--- src/vna_pkg.sv ---
// Shared types and constants for the vertex normal accumulator.
package vna_pkg;

  localparam int MAX_VERTICES_DEF  = 1024;
  localparam int POSITION_BITS_DEF = 20;

  localparam int CMD_W  = 2;
  localparam int IDX_W  = 10;
  localparam int POS_W  = 20;
  localparam int CNT_W  = 11;
  localparam int NRM_W  = 16;
  localparam int ACC_W  = 48;

  localparam int QDEPTH = 2;
  localparam int QPW    = $clog2(QDEPTH);

  localparam int MAG_W  = 30;
  localparam int RAD_W  = 2 * MAG_W + 2;
  localparam int ROOT_W = RAD_W / 2;
  localparam int QUO_W  = 16;

  localparam logic [CMD_W-1:0] CMD_LOAD  = 2'd0;
  localparam logic [CMD_W-1:0] CMD_TRI   = 2'd1;
  localparam logic [CMD_W-1:0] CMD_QUERY = 2'd2;

  typedef enum logic [1:0] {
    OP_LOAD,
    OP_TRI,
    OP_QUERY,
    OP_QZERO
  } op_t;

  typedef struct packed {
    logic [CMD_W-1:0]        cmd;
    logic [IDX_W-1:0]        vertex_index;
    logic [IDX_W-1:0]        corner_b;
    logic [IDX_W-1:0]        corner_c;
    logic signed [POS_W-1:0] pos_x;
    logic signed [POS_W-1:0] pos_y;
    logic signed [POS_W-1:0] pos_z;
  } item_t;

  typedef struct packed {
    logic [IDX_W-1:0]        queried_index;
    logic signed [NRM_W-1:0] normal_x;
    logic signed [NRM_W-1:0] normal_y;
    logic signed [NRM_W-1:0] normal_z;
    logic                    zero_normal;
  } result_t;

  typedef struct packed {
    op_t              op;
    logic [IDX_W-1:0] ia;
    logic [IDX_W-1:0] ib;
    logic [IDX_W-1:0] ic;
    logic [POS_W-1:0] px;
    logic [POS_W-1:0] py;
    logic [POS_W-1:0] pz;
  } entry_t;

  typedef struct packed {
    logic pop;
    logic clearing;
  } back_stat_t;

  typedef struct packed {
    logic done;
    logic idle;
  } norm_stat_t;

endpackage

--- src/vna_front.sv ---
// Front end: accepts commands, classifies them and queues work for the back end.
module vna_front #(
  parameter int MAX_VERTICES = vna_pkg::MAX_VERTICES_DEF
) (
  input  logic                       clk,
  input  logic                       rst,
  input  logic                       start,
  output logic                       busy,
  input  vna_pkg::item_t             item,
  input  logic                       cfg_we,
  input  logic [vna_pkg::CNT_W-1:0]  cfg_wdata,
  input  vna_pkg::back_stat_t        stat,
  output logic                       head_valid,
  output vna_pkg::entry_t            head
);

  localparam logic [16:0] MAXV = 17'(MAX_VERTICES);

  logic [vna_pkg::CNT_W-1:0] vertex_count;
  vna_pkg::entry_t           q [vna_pkg::QDEPTH];
  logic [vna_pkg::QPW-1:0]   wr_ptr;
  logic [vna_pkg::QPW-1:0]   rd_ptr;
  logic [vna_pkg::QPW:0]     count;
  logic [vna_pkg::QPW:0]     count_next;
  vna_pkg::entry_t           ent;
  logic                      keep;
  logic                      accept;
  logic                      push;
  logic                      pop;
  logic                      in_a, in_b, in_c;
  logic                      use_a, use_b, use_c;

  always_comb begin
    in_a  = 17'(item.vertex_index) < MAXV;
    in_b  = 17'(item.corner_b) < MAXV;
    in_c  = 17'(item.corner_c) < MAXV;
    use_a = vna_pkg::CNT_W'(item.vertex_index) < vertex_count;
    use_b = vna_pkg::CNT_W'(item.corner_b) < vertex_count;
    use_c = vna_pkg::CNT_W'(item.corner_c) < vertex_count;
    ent.op = vna_pkg::OP_LOAD;
    ent.ia = item.vertex_index;
    ent.ib = item.corner_b;
    ent.ic = item.corner_c;
    ent.px = item.pos_x;
    ent.py = item.pos_y;
    ent.pz = item.pos_z;
    keep   = 1'b0;
    unique case (item.cmd)
      vna_pkg::CMD_LOAD: begin
        keep = in_a;
      end
      vna_pkg::CMD_TRI: begin
        ent.op = vna_pkg::OP_TRI;
        keep   = in_a & in_b & in_c & use_a & use_b & use_c;
      end
      vna_pkg::CMD_QUERY: begin
        ent.op = in_a ? vna_pkg::OP_QUERY : vna_pkg::OP_QZERO;
        keep   = 1'b1;
      end
      default: begin
        keep = 1'b0;
      end
    endcase
  end

  assign busy       = stat.clearing | (count == (vna_pkg::QPW + 1)'(vna_pkg::QDEPTH));
  assign accept     = start & ~busy;
  assign push       = accept & keep;
  assign pop        = stat.pop;
  assign head_valid = count != '0;
  assign head       = q[rd_ptr];

  always_comb begin
    count_next = count;
    if (push && !pop) begin
      count_next = count + 1'b1;
    end else if (pop && !push) begin
      count_next = count - 1'b1;
    end
  end

  always_ff @(posedge clk) begin
    if (rst) begin
      vertex_count <= '0;
      wr_ptr       <= '0;
      rd_ptr       <= '0;
      count        <= '0;
    end else begin
      if (cfg_we) begin
        vertex_count <= cfg_wdata;
      end
      if (push) begin
        wr_ptr <= wr_ptr + 1'b1;
      end
      if (pop) begin
        rd_ptr <= rd_ptr + 1'b1;
      end
      count <= count_next;
    end
  end

  always_ff @(posedge clk) begin
    if (push) begin
      q[wr_ptr] <= ent;
    end
  end

`ifndef NO_ASSERTIONS
  a_count_bound: assert property (@(posedge clk) disable iff (rst)
    count <= (vna_pkg::QPW + 1)'(vna_pkg::QDEPTH))
    else $error("queue count beyond depth");
  a_pop_nonempty: assert property (@(posedge clk) disable iff (rst)
    pop |-> head_valid)
    else $error("pop from empty queue");
`endif

endmodule

--- config.mk ---
export PLATFORM = sky130hd
export DESIGN_NAME = vna_front
export DESIGN_NICKNAME = d
export VERILOG_FILES = /design/src/vna_pkg.sv /design/src/vna_front.sv
export SDC_FILE = /design/constraint.sdc
export NUM_CORES = 1
export LEC_CHECK = 0
export BUFFER_PORTS_ARGS = -buffer_cell sky130_fd_sc_hd__buf_2
export CAP_MARGIN = 40
export CORE_MARGIN = 1.5
export CORE_UTILIZATION = 50
export CTS_CLUSTER_DIAMETER = 30
export DETAILED_ROUTE_END_ITERATION = 10
export PLACE_DENSITY = 0.74
export SYNTH_ARGS = -nofsm -noshare
export SYNTH_HDL_FRONTEND = slang
export SYNTH_SLANG_ARGS = --single-unit
--- constraint.sdc ---
create_clock -name clk -period 9.36 [get_ports clk]
set_input_delay 1.404 -clock clk [delete_from_list [all_inputs] [get_ports clk]]
set_output_delay 1.404 -clock clk [all_outputs]
set_load 0.02 [all_outputs]
==> impl_metrics.toml <==
[status]
status = "finished clean"

[synthesis]
synth_mux_area_frac = 0.147
yosysSeqAreaShare = 0.742
ys_dominant_reg_cell = "edfxtp_1"
synthXorXnorAreaFrac = 0.00333
synth_compound_area_frac = 0.0241
yosysTopAreaCell = "edfxtp_1"
yosys.area_share.simple = 0.0275
syn_inst = 425
netlist_area_um2 = 7880
syn_nets = 562
yosys.area.top_type_share = 0.701
avgSynthCellArea_um2 = 18.5
synth-async-reset-ratio = 0
synth_top_family_by_area = "multiplexers"
synth_cell_types = 35
ys_warn_count = 0
synthAdderAreaFrac = 0.0445
synthTopCellsByArea = "edfxtp_1, mux2_2, ha_1"
ys_ff_latch = 200
synth_enable_flop_cells = 184

[cts]
clk_path_buf_depth = 2
cts_root_buf = "clkbuf_16"
post_cts.repair.setup_buffers = 0
h-tree-depth = 4
postCtsHoldBufs = 0
clock-sinks = 200
clk_pin_slew_ns = 0.07
cts_tree = "done"
clock_latency_ns = 0.43
cts_resized = 0
cts_made_buffers = 17

[global_routing]
antenna_found_initial = 1
grt_max_degree = 50
grt_overflow = 0
grt_pass1_wl_um = 23100
grt_pass1_vias = 4494
track_usage = 0.188

[critical_path]
path_max_fanout = 49
critical_path.top_delay_family = "compound AO/OA/AOI/OAI gates"
setup.worst_path.start = "item[68]"
critPathRequiredTime_ns = 9.42
worstPathArrival_ns = 3.79
critPathBufInv = 2
critPathKind = "input pin to flip-flop"
timing.rr.start = "vertex_count[8]"
worstSetupEndpointType = "flip-flop"
slowest_delay_ns = 0.53
crit_chain = "buf_2 > ha_1 > a21o_1 > a2111oi_0 > o211ai_1 > a41oi_2 > a31oi_2 > nor2b_4 > buf_4"
cp_slowest_cell = "buf_4"
critPathLaunchType = "input pin"

[placement]
dp_cells = 831
hpwl_um = 10700
place_congestion = 0.907
port_buffers = 202

[drt]
final_antenna_net_count = 0
drc_errors = 0
drt_wl_total_um = 15200
vias = 4463
wl_per_cell_um = 17.6
drtIter0Drc = 232
viasPerCell = 5.17
detail_route.first_pass.iterations = 4

[floorplan]
io_pins = 203
placementRows = 45
start_util = 0.515
core_um2 = 15300
design.die.area_um2 = 16500
die_y_um = 129
dieWidth_um = 129

[timing]
slew_viol_final = 0
min_period_over_period = 0.399
final-setup-viol-count = 0
maxSlewHeadroom = 0.553
fin_skew_ns = 0.0140
tns_ns = 0
fin_crit_ns = 3.74
fmaxAchievable_mhz = 268
rsz0062_at_grt = "no"
finalHoldViolations = 0
tightestPinTransition_ns = 0.670

[power_and_ir_drop]
power.total_uw = 2000
p_leak_uw = 0.00373
powerDensity_nw_per_um2 = 204
ir_worst_vdd_uv = 122

[worst_hold_path]
hold_path_startpoint = "count[1]"
worstHoldPathType = "flip-flop to flip-flop"

[cells_and_area]
final_common_cell = "buf_2"
syn_to_final_growth_pct = 24.3
final_cell_mix = "buf_2, edfxtp_1, mux2_2"
fin_nets = 776
nFillCells = 1104
layout-drive-gt1-share = 0.528
layoutNonFillerInstCount = 864

[flow_run]
maxCapViolations = 0
## worst reg2reg max path, delay by kind of cell (launching register included)
family	cells	cell delay, ns
DFF	1	0.34
adders and majority gates	1	0.30
AOI/OAI and AO/OA	5	1.22
and+or+nand+nor	1	0.17
buffers and inverters	2	0.62
## synth_stat cells (all sizes together), types with 2 or more instances
cell / n
a21oi: 8
and2b: 2
a21o: 6
nor2: 16
edfxtp: 184
nand2: 3
nor2b: 5
mux2i: 11
inv: 11
dfxtp: 16
xor2: 2
nand2b: 3
a31oi: 3
mux2: 93
nand4: 3
or2: 2
clkbuf: 12
o21ai: 4
ha: 28
## logic make-up after synthesis
group	count (synthesis)
AO/OA/AOI/OAI	27
multiplexers	104
XOR/XNOR	3
flip-flops	200
buffers and inverters	24
AND/OR/NAND/NOR	39
adder cells (fa/ha/maj)	28
## through the flow
| stage | hold WS [ns] | setup WS (ns) | utilization | instance area [um^2] |
|---|---|---|---|---|
| 3_5_place_dp | 0.486 | 5.17 | 0.600 | 9180 |
| 3_3_place_gp | 0.474 | 5.31 | 0.598 | 9160 |
| 2_1_floorplan | 0.460 | 2.07 | - | 7880 |
| 6_report | 0.501 | 5.62 | 0.640 | 9800 |
| 4_1_cts | 0.501 | 5.64 | 0.639 | 9790 |
| 5_1_grt | 0.532 | 5.50 | 0.639 | 9790 |
## report_power, final
group / switching, uW / leakage (uW) / internal (uW)
sequential: 11.7 / 0.00180 / 1010
combinational: 138 / 0.00164 / 101
clock: 314 / 0.000281 / 429
total: 463 / 0.00373 / 1540
## worst paths after layout
kind	endpoint	slack, ns	cells past startpoint
max	q[1][38]	5.62	9
max reg2reg	q[1][38]	6.30	9
min	count[1]	0.50	2
min reg2reg	count[1]	0.50	2
## metal layers
layer / global-route usage / vias up / part of all wire / wire [um]
met2: 0.298 / 171 / 0.48 / 7260
met1: 0.252 / 2191 / 0.43 / 6530
met5: 0 / - / 0 / 0
met4: 0.0661 / 0 / 0.016 / 244
met3: 0.0545 / 19 / 0.075 / 1140
li1: - / 2082 / - / -
## layout make-up
cell class                      count  area, um^2  area share
Sequential cell                   200        5850       0.597
Multi-Input combinational cell    201        1960       0.200
Timing Repair Buffer              208        1070       0.109
Clock buffer                       18         439      0.0448
Tap cell                          211         264      0.0270
Clock inverter                     14         171      0.0175
Inverter                           11        41.3     0.00422
Antenna cell                        1        2.50    0.000255
## flip-flops by register name, summed over array words and instances, names as in the netlist, named ones only
name / flops
q: 184
vertex_count: 11
count: 2
rd_ptr: 1
wr_ptr: 1
Note: power is estimated with default switching activity, not from simulation.
